File: config.mk
export PLATFORM = sky130hd
export DESIGN_NAME = trimmed_mean_power_meter_core
export DESIGN_NICKNAME = d
export VERILOG_FILES = /design/src/sv/tmpm_pkg.sv /design/src/sv/trimmed_mean_power_meter_core.sv /design/src/sv/tmpm_front.sv /design/src/sv/tmpm_fifo.sv /design/src/sv/tmpm_back.sv
export SDC_FILE = /design/constraint.sdc
export NUM_CORES = 2
export LEC_CHECK = 0
export ABC_CLOCK_PERIOD_IN_PS = 10700
export BUFFER_PORTS_ARGS = -buffer_cell sky130_fd_sc_hd__buf_4
export CORE_MARGIN = 1
export CORE_UTILIZATION = 40
export CTS_CLUSTER_DIAMETER = 150
export CTS_CLUSTER_SIZE = 14
export DETAILED_ROUTE_END_ITERATION = 8
export PLACE_DENSITY_LB_ADDON = 0.1
export SLEW_MARGIN = 10
export SYNTH_ARGS = -nofsm -noshare
export SYNTH_HDL_FRONTEND = slang
export SYNTH_HIERARCHICAL = 1
export SYNTH_SLANG_ARGS = --single-unit
File: constraint.sdc
create_clock -name clk -period 10.7 [get_ports clk]
set_input_delay 0.535 -clock clk [delete_from_list [all_inputs] [get_ports clk]]
set_output_delay 0.535 -clock clk [all_outputs]
set_load 0.02 [all_outputs]
File: src/sv/tmpm_pkg.sv
// ============================================================================
// tmpm_pkg - shared types and constants of the trimmed-mean power meter
// Field widths, register indexes and reset values, and the item, window and
// configuration structs that pass between the modules.
// ============================================================================
package tmpm_pkg;

    // Field and datapath widths
    localparam int ADC_W   = 12;
    localparam int SUM_W   = 18;
    localparam int VAL_W   = 16;
    localparam int SCALE_W = 24;
    localparam int BYTE_W  = 8;
    localparam int CFG_W   = 24;
    localparam int IDX_W   = 2;
    localparam int CNT_W   = 6;
    localparam int PROD_W  = ADC_W + SCALE_W;
    localparam int Q_FRAC  = 16;
    localparam int CH_N    = 3;

    // Result queue between front and back
    localparam int QUEUE_DEPTH = 2;
    localparam int QPTR_W      = $clog2(QUEUE_DEPTH);
    localparam int QCNT_W      = $clog2(QUEUE_DEPTH + 1);

    localparam logic [ADC_W-1:0] ADC_MAX = '1;
    localparam logic [VAL_W-1:0] VAL_MAX = '1;

    // Register indexes
    localparam logic [IDX_W-1:0] REG_VOLT_SCALE    = 2'd0;
    localparam logic [IDX_W-1:0] REG_VOLT_OFFSET   = 2'd1;
    localparam logic [IDX_W-1:0] REG_CURR_SCALE    = 2'd2;
    localparam logic [IDX_W-1:0] REG_CURR_DEADBAND = 2'd3;

    // Register reset values
    localparam logic [SCALE_W-1:0]       VOLT_SCALE_RST    = 24'd5281;
    localparam logic signed [BYTE_W-1:0] VOLT_OFFSET_RST   = 8'sd7;
    localparam logic [SCALE_W-1:0]       CURR_SCALE_RST    = 24'd21125;
    localparam logic [BYTE_W-1:0]        CURR_DEADBAND_RST = 8'd7;

    typedef struct packed {
        logic [ADC_W-1:0] volt_sample;
        logic [ADC_W-1:0] curr_sample;
        logic [ADC_W-1:0] ref_sample;
    } in_item_t;

    typedef struct packed {
        logic [VAL_W-1:0] volt_value;
        logic [VAL_W-1:0] curr_value;
        logic [ADC_W-1:0] volt_mean;
        logic [ADC_W-1:0] curr_mean;
    } out_item_t;

    // Running sum and extremes of one channel
    typedef struct packed {
        logic [SUM_W-1:0] sum;
        logic [ADC_W-1:0] max_val;
        logic [ADC_W-1:0] min_val;
    } chan_acc_t;

    // One finished window, as queued for the back end
    typedef struct packed {
        chan_acc_t volt_acc;
        chan_acc_t curr_acc;
        chan_acc_t zero_acc;
    } window_t;

    typedef struct packed {
        logic [SCALE_W-1:0]       volt_scale;
        logic signed [BYTE_W-1:0] volt_offset;
        logic [SCALE_W-1:0]       curr_scale;
        logic [BYTE_W-1:0]        curr_deadband;
    } cfg_t;

endpackage

File: src/sv/trimmed_mean_power_meter_core.sv
// ============================================================================
// trimmed_mean_power_meter_core - trimmed-mean bus voltage and current meter
// Averages windows of ADC triples with the extremes removed and reports
// scaled voltage and current once per window.
// ============================================================================
// One sample triple is taken per clock cycle while in_ready is high; every
// SAMPLES-th item closes a window and yields one result item, all others
// yield none. A closed window is queued (two entries) for the back end,
// which loads the trimmed sums, divides them by SAMPLES-2 with a reciprocal
// multiplication, then forms the means, the multipliers and the output
// register in turn, the last once the previous result item has been taken,
// and only then takes the next window. Only the closing item of a window
// waits, and only while the window queue is full. Configuration writes take
// effect at once and belong in idle periods.
module trimmed_mean_power_meter_core #(
    parameter int SAMPLES = 16
) (
    input  logic                          clk,
    input  logic                          rst_n,
    input  logic                          cfg_wen,
    input  logic [tmpm_pkg::IDX_W-1:0]    cfg_index,
    input  logic [tmpm_pkg::CFG_W-1:0]    cfg_data,
    input  logic                          in_valid,
    output logic                          in_ready,
    input  tmpm_pkg::in_item_t            in_data,
    output logic                          out_valid,
    input  logic                          out_ready,
    output tmpm_pkg::out_item_t           out_data
);

    tmpm_pkg::cfg_t    cfg_reg;
    tmpm_pkg::window_t push_data;
    tmpm_pkg::window_t pop_data;
    logic              push;
    logic              pop;
    logic              q_full;
    logic              q_empty;

    // Configuration registers
    always_ff @(posedge clk or negedge rst_n)
    begin
        if (!rst_n)
        begin
            cfg_reg.volt_scale    <= tmpm_pkg::VOLT_SCALE_RST;
            cfg_reg.volt_offset   <= tmpm_pkg::VOLT_OFFSET_RST;
            cfg_reg.curr_scale    <= tmpm_pkg::CURR_SCALE_RST;
            cfg_reg.curr_deadband <= tmpm_pkg::CURR_DEADBAND_RST;
        end
        else if (cfg_wen)
        begin
            case (cfg_index)
                tmpm_pkg::REG_VOLT_SCALE:
                    cfg_reg.volt_scale    <= cfg_data[tmpm_pkg::SCALE_W-1:0];
                tmpm_pkg::REG_VOLT_OFFSET:
                    cfg_reg.volt_offset   <= $signed(cfg_data[tmpm_pkg::BYTE_W-1:0]);
                tmpm_pkg::REG_CURR_SCALE:
                    cfg_reg.curr_scale    <= cfg_data[tmpm_pkg::SCALE_W-1:0];
                tmpm_pkg::REG_CURR_DEADBAND:
                    cfg_reg.curr_deadband <= cfg_data[tmpm_pkg::BYTE_W-1:0];
                default:
                begin
                end
            endcase
        end
    end

    // Accumulating front end
    tmpm_front #(
        .SAMPLES (SAMPLES)
    ) u_front (
        .clk       (clk),
        .rst_n     (rst_n),
        .in_valid  (in_valid),
        .in_ready  (in_ready),
        .in_data   (in_data),
        .q_full    (q_full),
        .push      (push),
        .push_data (push_data)
    );

    // Window queue
    tmpm_fifo u_fifo (
        .clk       (clk),
        .rst_n     (rst_n),
        .push      (push),
        .push_data (push_data),
        .full      (q_full),
        .pop       (pop),
        .pop_data  (pop_data),
        .empty     (q_empty)
    );

    // Divide and scale back end
    tmpm_back #(
        .SAMPLES (SAMPLES)
    ) u_back (
        .clk       (clk),
        .rst_n     (rst_n),
        .cfg       (cfg_reg),
        .q_empty   (q_empty),
        .q_data    (pop_data),
        .pop       (pop),
        .out_valid (out_valid),
        .out_ready (out_ready),
        .out_data  (out_data)
    );

endmodule

File: src/sv/tmpm_front.sv
// ============================================================================
// tmpm_front - window accumulator
// Takes sample triples, keeps sum, maximum and minimum per channel and
// pushes the finished window into the result queue on its last item.
// ============================================================================
module tmpm_front #(
    parameter int SAMPLES = 16
) (
    input  logic               clk,
    input  logic               rst_n,
    input  logic               in_valid,
    output logic               in_ready,
    input  tmpm_pkg::in_item_t in_data,
    input  logic               q_full,
    output logic               push,
    output tmpm_pkg::window_t  push_data
);

    localparam tmpm_pkg::chan_acc_t ACC_CLEAR = '{
        sum:     '0,
        max_val: '0,
        min_val: tmpm_pkg::ADC_MAX
    };

    // Fold one sample into a channel
    function automatic tmpm_pkg::chan_acc_t track(
        input tmpm_pkg::chan_acc_t        acc,
        input logic [tmpm_pkg::ADC_W-1:0] s
    );
        tmpm_pkg::chan_acc_t r;
        r.sum     = acc.sum + tmpm_pkg::SUM_W'(s);
        r.max_val = (s > acc.max_val) ? s : acc.max_val;
        r.min_val = (s < acc.min_val) ? s : acc.min_val;
        return r;
    endfunction

    logic [tmpm_pkg::CNT_W-1:0] count_reg;
    tmpm_pkg::chan_acc_t        volt_acc_reg;
    tmpm_pkg::chan_acc_t        curr_acc_reg;
    tmpm_pkg::chan_acc_t        zero_acc_reg;

    tmpm_pkg::chan_acc_t volt_upd;
    tmpm_pkg::chan_acc_t curr_upd;
    tmpm_pkg::chan_acc_t zero_upd;
    logic                last_item;
    logic                accept;

    // Classify the item and decide whether it may enter
    always_comb
    begin
        volt_upd  = track(volt_acc_reg, in_data.volt_sample);
        curr_upd  = track(curr_acc_reg, in_data.curr_sample);
        zero_upd  = track(zero_acc_reg, in_data.ref_sample);
        last_item = (({1'b0, count_reg} + (tmpm_pkg::CNT_W + 1)'(1))
                     == (tmpm_pkg::CNT_W + 1)'(SAMPLES));
        // only the closing item of a window needs room in the queue
        in_ready  = !(last_item && q_full);
        accept    = in_valid && in_ready;
        push      = accept && last_item;
        push_data = '{volt_acc: volt_upd, curr_acc: curr_upd, zero_acc: zero_upd};
    end

    // Accumulators, cleared after each window
    always_ff @(posedge clk or negedge rst_n)
    begin
        if (!rst_n)
        begin
            count_reg    <= '0;
            volt_acc_reg <= ACC_CLEAR;
            curr_acc_reg <= ACC_CLEAR;
            zero_acc_reg <= ACC_CLEAR;
        end
        else if (accept)
        begin
            if (last_item)
            begin
                count_reg    <= '0;
                volt_acc_reg <= ACC_CLEAR;
                curr_acc_reg <= ACC_CLEAR;
                zero_acc_reg <= ACC_CLEAR;
            end
            else
            begin
                count_reg    <= count_reg + tmpm_pkg::CNT_W'(1);
                volt_acc_reg <= volt_upd;
                curr_acc_reg <= curr_upd;
                zero_acc_reg <= zero_upd;
            end
        end
    end

endmodule

File: src/sv/tmpm_fifo.sv
// ============================================================================
// tmpm_fifo - finished-window queue
// Short register queue that lets the accumulator and the arithmetic back
// end stall independently.
// ============================================================================
module tmpm_fifo (
    input  logic              clk,
    input  logic              rst_n,
    input  logic              push,
    input  tmpm_pkg::window_t push_data,
    output logic              full,
    input  logic              pop,
    output tmpm_pkg::window_t pop_data,
    output logic              empty
);

    tmpm_pkg::window_t           entry_reg [tmpm_pkg::QUEUE_DEPTH];
    logic [tmpm_pkg::QPTR_W-1:0] wr_ptr_reg;
    logic [tmpm_pkg::QPTR_W-1:0] rd_ptr_reg;
    logic [tmpm_pkg::QCNT_W-1:0] fill_reg;

    // Status
    assign full     = (fill_reg == tmpm_pkg::QCNT_W'(tmpm_pkg::QUEUE_DEPTH));
    assign empty    = (fill_reg == '0);
    assign pop_data = entry_reg[rd_ptr_reg];

    // Pointers and fill level
    always_ff @(posedge clk or negedge rst_n)
    begin
        if (!rst_n)
        begin
            wr_ptr_reg <= '0;
            rd_ptr_reg <= '0;
            fill_reg   <= '0;
        end
        else
        begin
            if (push)
            begin
                wr_ptr_reg <= wr_ptr_reg + tmpm_pkg::QPTR_W'(1);
            end
            if (pop)
            begin
                rd_ptr_reg <= rd_ptr_reg + tmpm_pkg::QPTR_W'(1);
            end
            if (push && !pop)
            begin
                fill_reg <= fill_reg + tmpm_pkg::QCNT_W'(1);
            end
            else if (pop && !push)
            begin
                fill_reg <= fill_reg - tmpm_pkg::QCNT_W'(1);
            end
        end
    end

    // Storage
    always_ff @(posedge clk)
    begin
        if (push)
        begin
            entry_reg[wr_ptr_reg] <= push_data;
        end
    end

endmodule

File: src/sv/tmpm_back.sv
// ============================================================================
// tmpm_back - trimmed mean and scaling engine
// Pops a finished window, divides the trimmed sums by a reciprocal
// multiplication, scales voltage and current and holds the result item.
// ============================================================================
module tmpm_back #(
    parameter int SAMPLES = 16
) (
    input  logic               clk,
    input  logic               rst_n,
    input  tmpm_pkg::cfg_t     cfg,
    input  logic               q_empty,
    input  tmpm_pkg::window_t  q_data,
    output logic               pop,
    output logic               out_valid,
    input  logic               out_ready,
    output tmpm_pkg::out_item_t out_data
);

    // Division by SAMPLES-2 as a multiply by a rounded-up reciprocal,
    // exact for every 18-bit dividend
    localparam int DIVISOR = SAMPLES - 2;
    localparam int RCP_SH  = tmpm_pkg::SUM_W + $clog2(DIVISOR);
    localparam int RCP_W   = tmpm_pkg::SUM_W + 1;
    localparam int QP_W    = tmpm_pkg::SUM_W + RCP_W;
    localparam logic [RCP_W-1:0] RECIP =
        RCP_W'(((1 << RCP_SH) + DIVISOR - 1) / DIVISOR);
    localparam int VQ_W = tmpm_pkg::PROD_W + 1 - tmpm_pkg::Q_FRAC;
    localparam int CQ_W = tmpm_pkg::PROD_W - tmpm_pkg::Q_FRAC;
    localparam int VS_W = VQ_W + 2;
    localparam logic [tmpm_pkg::PROD_W:0] ROUND_HALF =
        (tmpm_pkg::PROD_W + 1)'(1) << (tmpm_pkg::Q_FRAC - 1);

    // Sequencer codes
    localparam logic [2:0] ST_IDLE = 3'd0;
    localparam logic [2:0] ST_DIV  = 3'd1;
    localparam logic [2:0] ST_MEAN = 3'd2;
    localparam logic [2:0] ST_MUL  = 3'd3;
    localparam logic [2:0] ST_DONE = 3'd4;

    // Sum minus both extremes, floored at zero
    function automatic logic [tmpm_pkg::SUM_W-1:0] trim_rest(
        input tmpm_pkg::chan_acc_t a
    );
        logic [tmpm_pkg::SUM_W-1:0] cut;
        cut = tmpm_pkg::SUM_W'(a.max_val) + tmpm_pkg::SUM_W'(a.min_val);
        return (a.sum >= cut) ? (a.sum - cut) : '0;
    endfunction

    // Quotient clamped to the ADC range
    function automatic logic [tmpm_pkg::ADC_W-1:0] clamp_mean(
        input logic [tmpm_pkg::SUM_W-1:0] q
    );
        return (|q[tmpm_pkg::SUM_W-1:tmpm_pkg::ADC_W]) ? tmpm_pkg::ADC_MAX
                                                     : q[tmpm_pkg::ADC_W-1:0];
    endfunction

    logic [2:0]                     state_reg,  state_next;
    logic [tmpm_pkg::SUM_W-1:0]     dq_reg  [tmpm_pkg::CH_N];
    logic [tmpm_pkg::SUM_W-1:0]     dq_next [tmpm_pkg::CH_N];
    logic [tmpm_pkg::ADC_W-1:0]     vmean_reg, vmean_next;
    logic [tmpm_pkg::ADC_W-1:0]     cmean_reg, cmean_next;
    logic [tmpm_pkg::ADC_W-1:0]     diff_reg,  diff_next;
    logic [tmpm_pkg::PROD_W-1:0]    vprod_reg, vprod_next;
    logic [tmpm_pkg::PROD_W-1:0]    cprod_reg, cprod_next;
    logic                           out_valid_reg, out_valid_next;
    tmpm_pkg::out_item_t            out_data_reg,  out_data_next;

    logic [QP_W-1:0]                quot_prod [tmpm_pkg::CH_N];
    logic [tmpm_pkg::ADC_W-1:0]     zmean;
    logic [tmpm_pkg::PROD_W:0]      vround;
    logic [VQ_W-1:0]                vq;
    logic signed [VS_W-1:0]         vsum;
    logic [tmpm_pkg::VAL_W-1:0]     volt_val;
    logic [CQ_W-1:0]                cq;
    logic [CQ_W-1:0]                cq_db;
    logic [tmpm_pkg::VAL_W-1:0]     curr_val;

    assign out_valid = out_valid_reg;
    assign out_data  = out_data_reg;

    // Sequencer and datapath next values
    always_comb
    begin
        state_next     = state_reg;
        dq_next        = dq_reg;
        vmean_next     = vmean_reg;
        cmean_next     = cmean_reg;
        diff_next      = diff_reg;
        vprod_next     = vprod_reg;
        cprod_next     = cprod_reg;
        out_valid_next = out_valid_reg;
        out_data_next  = out_data_reg;
        pop            = 1'b0;

        // trimmed sum times reciprocal, one product per channel
        for (int i = 0; i < tmpm_pkg::CH_N; i++)
        begin
            quot_prod[i] = QP_W'(dq_reg[i]) * QP_W'(RECIP);
        end

        zmean = clamp_mean(dq_reg[2]);

        // final voltage: round, offset, clamp
        vround = {1'b0, vprod_reg} + ROUND_HALF;
        vq     = vround[tmpm_pkg::PROD_W:tmpm_pkg::Q_FRAC];
        vsum   = $signed({2'b00, vq}) + VS_W'(cfg.volt_offset);
        if (vsum < 0)
        begin
            volt_val = '0;
        end
        else if (vsum > $signed(VS_W'(tmpm_pkg::VAL_MAX)))
        begin
            volt_val = tmpm_pkg::VAL_MAX;
        end
        else
        begin
            volt_val = vsum[tmpm_pkg::VAL_W-1:0];
        end

        // final current: truncate, deadband, saturate
        cq    = cprod_reg[tmpm_pkg::PROD_W-1:tmpm_pkg::Q_FRAC];
        cq_db = (cq > CQ_W'(cfg.curr_deadband)) ? (cq - CQ_W'(cfg.curr_deadband)) : '0;
        curr_val = (|cq_db[CQ_W-1:tmpm_pkg::VAL_W]) ? tmpm_pkg::VAL_MAX
                                                    : cq_db[tmpm_pkg::VAL_W-1:0];

        // output register drains independently of the sequencer
        if (out_valid_reg && out_ready)
        begin
            out_valid_next = 1'b0;
        end

        case (state_reg)
            ST_IDLE:
            begin
                if (!q_empty)
                begin
                    pop        = 1'b1;
                    dq_next[0] = trim_rest(q_data.volt_acc);
                    dq_next[1] = trim_rest(q_data.curr_acc);
                    dq_next[2] = trim_rest(q_data.zero_acc);
                    state_next = ST_DIV;
                end
            end
            ST_DIV:
            begin
                for (int i = 0; i < tmpm_pkg::CH_N; i++)
                begin
                    dq_next[i] = tmpm_pkg::SUM_W'(quot_prod[i] >> RCP_SH);
                end
                state_next = ST_MEAN;
            end
            ST_MEAN:
            begin
                vmean_next = clamp_mean(dq_reg[0]);
                cmean_next = clamp_mean(dq_reg[1]);
                diff_next  = (cmean_next > zmean) ? (cmean_next - zmean)
                                                  : (zmean - cmean_next);
                state_next = ST_MUL;
            end
            ST_MUL:
            begin
                vprod_next = tmpm_pkg::PROD_W'(vmean_reg) * tmpm_pkg::PROD_W'(cfg.volt_scale);
                cprod_next = tmpm_pkg::PROD_W'(diff_reg) * tmpm_pkg::PROD_W'(cfg.curr_scale);
                state_next = ST_DONE;
            end
            ST_DONE:
            begin
                if (!out_valid_reg || out_ready)
                begin
                    out_valid_next = 1'b1;
                    out_data_next  = '{volt_value: volt_val, curr_value: curr_val,
                                       volt_mean: vmean_reg, curr_mean: cmean_reg};
                    state_next     = ST_IDLE;
                end
            end
            default:
            begin
                state_next = ST_IDLE;
            end
        endcase
    end

    // Control state
    always_ff @(posedge clk or negedge rst_n)
    begin
        if (!rst_n)
        begin
            state_reg     <= ST_IDLE;
            out_valid_reg <= 1'b0;
        end
        else
        begin
            state_reg     <= state_next;
            out_valid_reg <= out_valid_next;
        end
    end

    // Datapath registers
    always_ff @(posedge clk)
    begin
        dq_reg       <= dq_next;
        vmean_reg    <= vmean_next;
        cmean_reg    <= cmean_next;
        diff_reg     <= diff_next;
        vprod_reg    <= vprod_next;
        cprod_reg    <= cprod_next;
        out_data_reg <= out_data_next;
    end

endmodule

==> impl_metrics.prom <==
# TYPE chip_impl_metric gauge
chip_impl_info{name="criticalPathCategory",value="reg -> reg"} 1
chip_impl_metric{name="cell_count_after_synthesis",unit=""} 6023
chip_impl_metric{name="gp_congestion",unit=""} 0.8393
chip_impl_metric{name="post_synth_xor_area_fraction",unit="%"} 3.512
chip_impl_metric{name="coreArea",unit="mm^2"} 0.1568
chip_impl_metric{name="cts_repair_resize_count",unit=""} 0
chip_impl_info{name="timing.critical_path.to_type",value="flop"} 1
chip_impl_metric{name="floorplan.die_area",unit="mm^2"} 0.1600
chip_impl_metric{name="synth_compound_area_share",unit="%"} 10.04
chip_impl_metric{name="grt_antenna_before_repair",unit=""} 3
chip_impl_info{name="most-common-layout-cells",value="sky130_fd_sc_hd__inv_1, sky130_fd_sc_hd__ha_1, sky130_fd_sc_hd__fa_1"} 1
chip_impl_info{name="hold_path_end",value="cfg_reg[61]"} 1
chip_impl_metric{name="area_delta_synth_final",unit="%"} 7.224
chip_impl_metric{name="via_per_inst",unit=""} 5.122
chip_impl_metric{name="detailedPlacementHpwl",unit="um"} 117100
chip_impl_info{name="setup.worst_path.start_class",value="flop"} 1
chip_impl_metric{name="final_skew",unit="ps"} 44.26
chip_impl_metric{name="detail_route.iter0.violations",unit=""} 1953
chip_impl_metric{name="worst_hold_path.num_cells",unit=""} 2
chip_impl_metric{name="rr_worst_depth",unit=""} 17
chip_impl_metric{name="htreeDepth",unit=""} 2
chip_impl_metric{name="report.final.setup_viol",unit=""} 0
chip_impl_info{name="rsz0062_at_grt",value="no"} 1
chip_impl_metric{name="synth.area.mux_share",unit="%"} 4.399
chip_impl_info{name="rr_startpoint",value="u_back/diff_reg[6]"} 1
chip_impl_metric{name="crit_path_max_fo",unit=""} 24
chip_impl_metric{name="antenna-diode-count",unit=""} 0
chip_impl_info{name="synthFlopType",value="sky130_fd_sc_hd__edfxtp_1"} 1
chip_impl_metric{name="detail_route.wl_per_cell",unit="um"} 18.59
chip_impl_metric{name="ant_nets",unit=""} 0
chip_impl_info{name="layout.cells.most_common",value="sky130_fd_sc_hd__inv_1"} 1
chip_impl_metric{name="totalNegativeSetupSlack",unit="ps"} 0
chip_impl_metric{name="critical_path_required",unit="ps"} 11100
chip_impl_info{name="r2r-end",value="u_back/cprod_reg[31]"} 1
chip_impl_metric{name="initial_core_util",unit="%"} 40.41
chip_impl_metric{name="clock_path_buffers",unit=""} 3
chip_impl_metric{name="clock_sink_count",unit=""} 643
chip_impl_metric{name="finalHoldWorstSlack",unit="ps"} 98.66
chip_impl_metric{name="insertion_delay",unit="ps"} 690
chip_impl_metric{name="grt_pass1_wl",unit="um"} 245300
chip_impl_metric{name="route.vias.total",unit=""} 41820
chip_impl_metric{name="clock.fmax",unit="GHz"} 0.1451
chip_impl_info{name="cts_root_buffer",value="sky130_fd_sc_hd__clkbuf_16"} 1
chip_impl_metric{name="slew_headroom",unit="%"} 20.67
chip_impl_metric{name="postSynthNetCount",unit=""} 7506
chip_impl_metric{name="pin_count_of_the_biggest_net_entering_global_routing",unit=""} 75
chip_impl_metric{name="nNetsFinal",unit=""} 7544
chip_impl_info{name="synth_top_family_by_area",value="adder cells"} 1
chip_impl_metric{name="numPortBuffers",unit=""} 124
chip_impl_metric{name="drv.max_cap_violation_count",unit=""} 0
chip_impl_metric{name="syn_area_per_cell",unit="um^2"} 10.52
chip_impl_info{name="status",value="finished clean"} 1
chip_impl_metric{name="drive_gt1_share",unit="%"} 9.695
chip_impl_metric{name="synth_sequential_area_ratio",unit="%"} 28.98
chip_impl_metric{name="fp-row-count",unit=""} 145
chip_impl_info{name="origin_of_the_worst_min_delay_path",value="cfg_data[21]"} 1
chip_impl_metric{name="worst_pin_slew",unit="ps"} 1190
chip_impl_metric{name="synth_simple_gate_area_share",unit="%"} 9.693
chip_impl_metric{name="vias_in_the_first_global_route",unit=""} 43670
chip_impl_metric{name="detail_route.first_pass.iterations",unit=""} 5
chip_impl_metric{name="post_synth_fa_ha_maj_area_fraction",unit="%"} 35.48
chip_impl_metric{name="ys_ff_latch",unit=""} 643
chip_impl_metric{name="die_w",unit="um"} 399.9
chip_impl_info{name="cts_tree",value="yes"} 1
chip_impl_metric{name="wl",unit="um"} 151800
chip_impl_metric{name="crit_share_post_route",unit="%"} 64.43
chip_impl_metric{name="cts-buffers-inserted",unit=""} 53
chip_impl_metric{name="arrival",unit="ps"} 7290
chip_impl_metric{name="cts.clk_slew.worst_paths",unit="ps"} 70
chip_impl_metric{name="top_level_ports",unit=""} 125
chip_impl_metric{name="finalHoldViolations",unit=""} 0
chip_impl_metric{name="largest_reg_flops",unit=""} 252
chip_impl_metric{name="yosys.cell_types.count",unit=""} 104
chip_impl_metric{name="cell_area_synth",unit="mm^2"} 0.06334
chip_impl_metric{name="die_height",unit="um"} 399.9
chip_impl_metric{name="gr-total-overflow",unit=""} 0
chip_impl_metric{name="synth-edff-count",unit=""} 439
chip_impl_metric{name="timing.final.max_slew_violations",unit=""} 0
chip_impl_metric{name="register_to_register_setup_slack",unit="ps"} 3810
chip_impl_info{name="worstHoldPathType",value="in -> reg"} 1
chip_impl_metric{name="synth-warning-count",unit=""} 6
chip_impl_metric{name="final.min_clock_period",unit="ps"} 6894
chip_impl_metric{name="async_flop_share",unit="%"} 31.73
chip_impl_metric{name="post-route-drc-count",unit=""} 0
chip_impl_metric{name="grt_util_all_layers",unit="%"} 19.44
## per-stage QoR
stage               setup WS (ps)  area [um^2]  cells  util (%)
finish                       3806        67920   8164     43.33
global route                 3092        67920   8164     43.33
CTS                          3765        67920   8164     43.33
detailed placement           3818        66330   8063     42.32
global placement             3834        66330   8063     42.32
floorplan                    2843        63340   6023         -
## critical path, stage by stage, from the launching register on
cell,delay [ps]
sky130_fd_sc_hd__edfxtp_1,940
sky130_fd_sc_hd__nand2_1,180
sky130_fd_sc_hd__fa_1,580
sky130_fd_sc_hd__inv_1,60
sky130_fd_sc_hd__fa_1,570
sky130_fd_sc_hd__fa_1,460
sky130_fd_sc_hd__fa_1,510
sky130_fd_sc_hd__inv_1,50
sky130_fd_sc_hd__fa_1,480
sky130_fd_sc_hd__inv_1,50
sky130_fd_sc_hd__ha_1,300
sky130_fd_sc_hd__a21o_1,190
sky130_fd_sc_hd__a21o_1,170
sky130_fd_sc_hd__a221oi_1,800
sky130_fd_sc_hd__a311oi_1,420
sky130_fd_sc_hd__a31oi_1,570
sky130_fd_sc_hd__o21bai_1,140
sky130_fd_sc_hd__xor2_1,170
## worst max-delay path by stage
stage | slack (ps) | cells past startpoint | to | startpoint
finish | 3810 | 17 | u_back/cprod_reg[31] | u_back/diff_reg[6]
global route | 3090 | 20 | u_back/dq_reg[32] | u_fifo/rd_ptr_reg
global placement | 3830 | 17 | u_back/cprod_reg[31] | u_back/diff_reg[6]
CTS | 3770 | 17 | u_back/cprod_reg[31] | u_back/diff_reg[6]
detailed placement | 3820 | 17 | u_back/cprod_reg[31] | u_back/diff_reg[6]
floorplan | 2840 | 9 | u_fifo/entry_reg[0][0] | u_front/count_reg[0]
## synthesized netlist by cell type, drive strengths merged, types with 37 or more instances
cell,number,area share (%)
inv,1097,6.5
ha,782,15
fa,634,20
nand2,593,3.5
edfxtp,439,21
mux2,225,4.2
a21oi,219,1.8
and2,168,1.7
nor2,152,0.90
dfrtp,151,6.0
o21ai,142,1.2
xnor2,142,2.0
clkbuf,135,0.82
a21o,125,1.5
xor2,112,1.5
nand3,78,0.62
a22o,72,1.0
dfstp,53,2.2
buf,48,0.58
nand4,47,0.46
nor2b,41,0.40
nor3,38,0.30
o21bai,37,0.44
## cells by family (layout without fill, tap and decap cells)
family                     Yosys count  count (layout)
and+or+nand+nor                   1278            1278
buffers and inverters             1280            1363
AOI/OAI and AO/OA                  913             913
adders and majority gates         1416            1416
muxes                              239             239
xor gates and xnor gates           254             254
DFF                                643             643
## metal layers
metal	part of all wire [%]	vias to the layer above	global-route usage (%)
met5	0.0086	-	0
met4	2.1	2	4.278
met3	3.8	156	2.023
met2	46	712	31.59
met1	48	20750	27.91
li1	-	20200	-
## what timing repair did
action / CTS / global route
setup endpoints to repair: 0 / 0
endpoints found under the hold margin: 61 / 0
hold buffers: 1 / 0
buffers inserted: 0 / 0
## final cells by class
type	instances	area, um^2
Clock buffer	93	1486
Clock inverter	7	90.09
Fill cell	15160	88830
Inverter	1097	4118
Multi-Input combinational cell	4100	40040
Sequential cell	643	18360
Tap cell	2058	2575
Timing Repair Buffer	166	1256
Power is left out: the tool's default activity adds up to more than one toggle a clock period on the data nets, which glitch-free logic cannot reach.
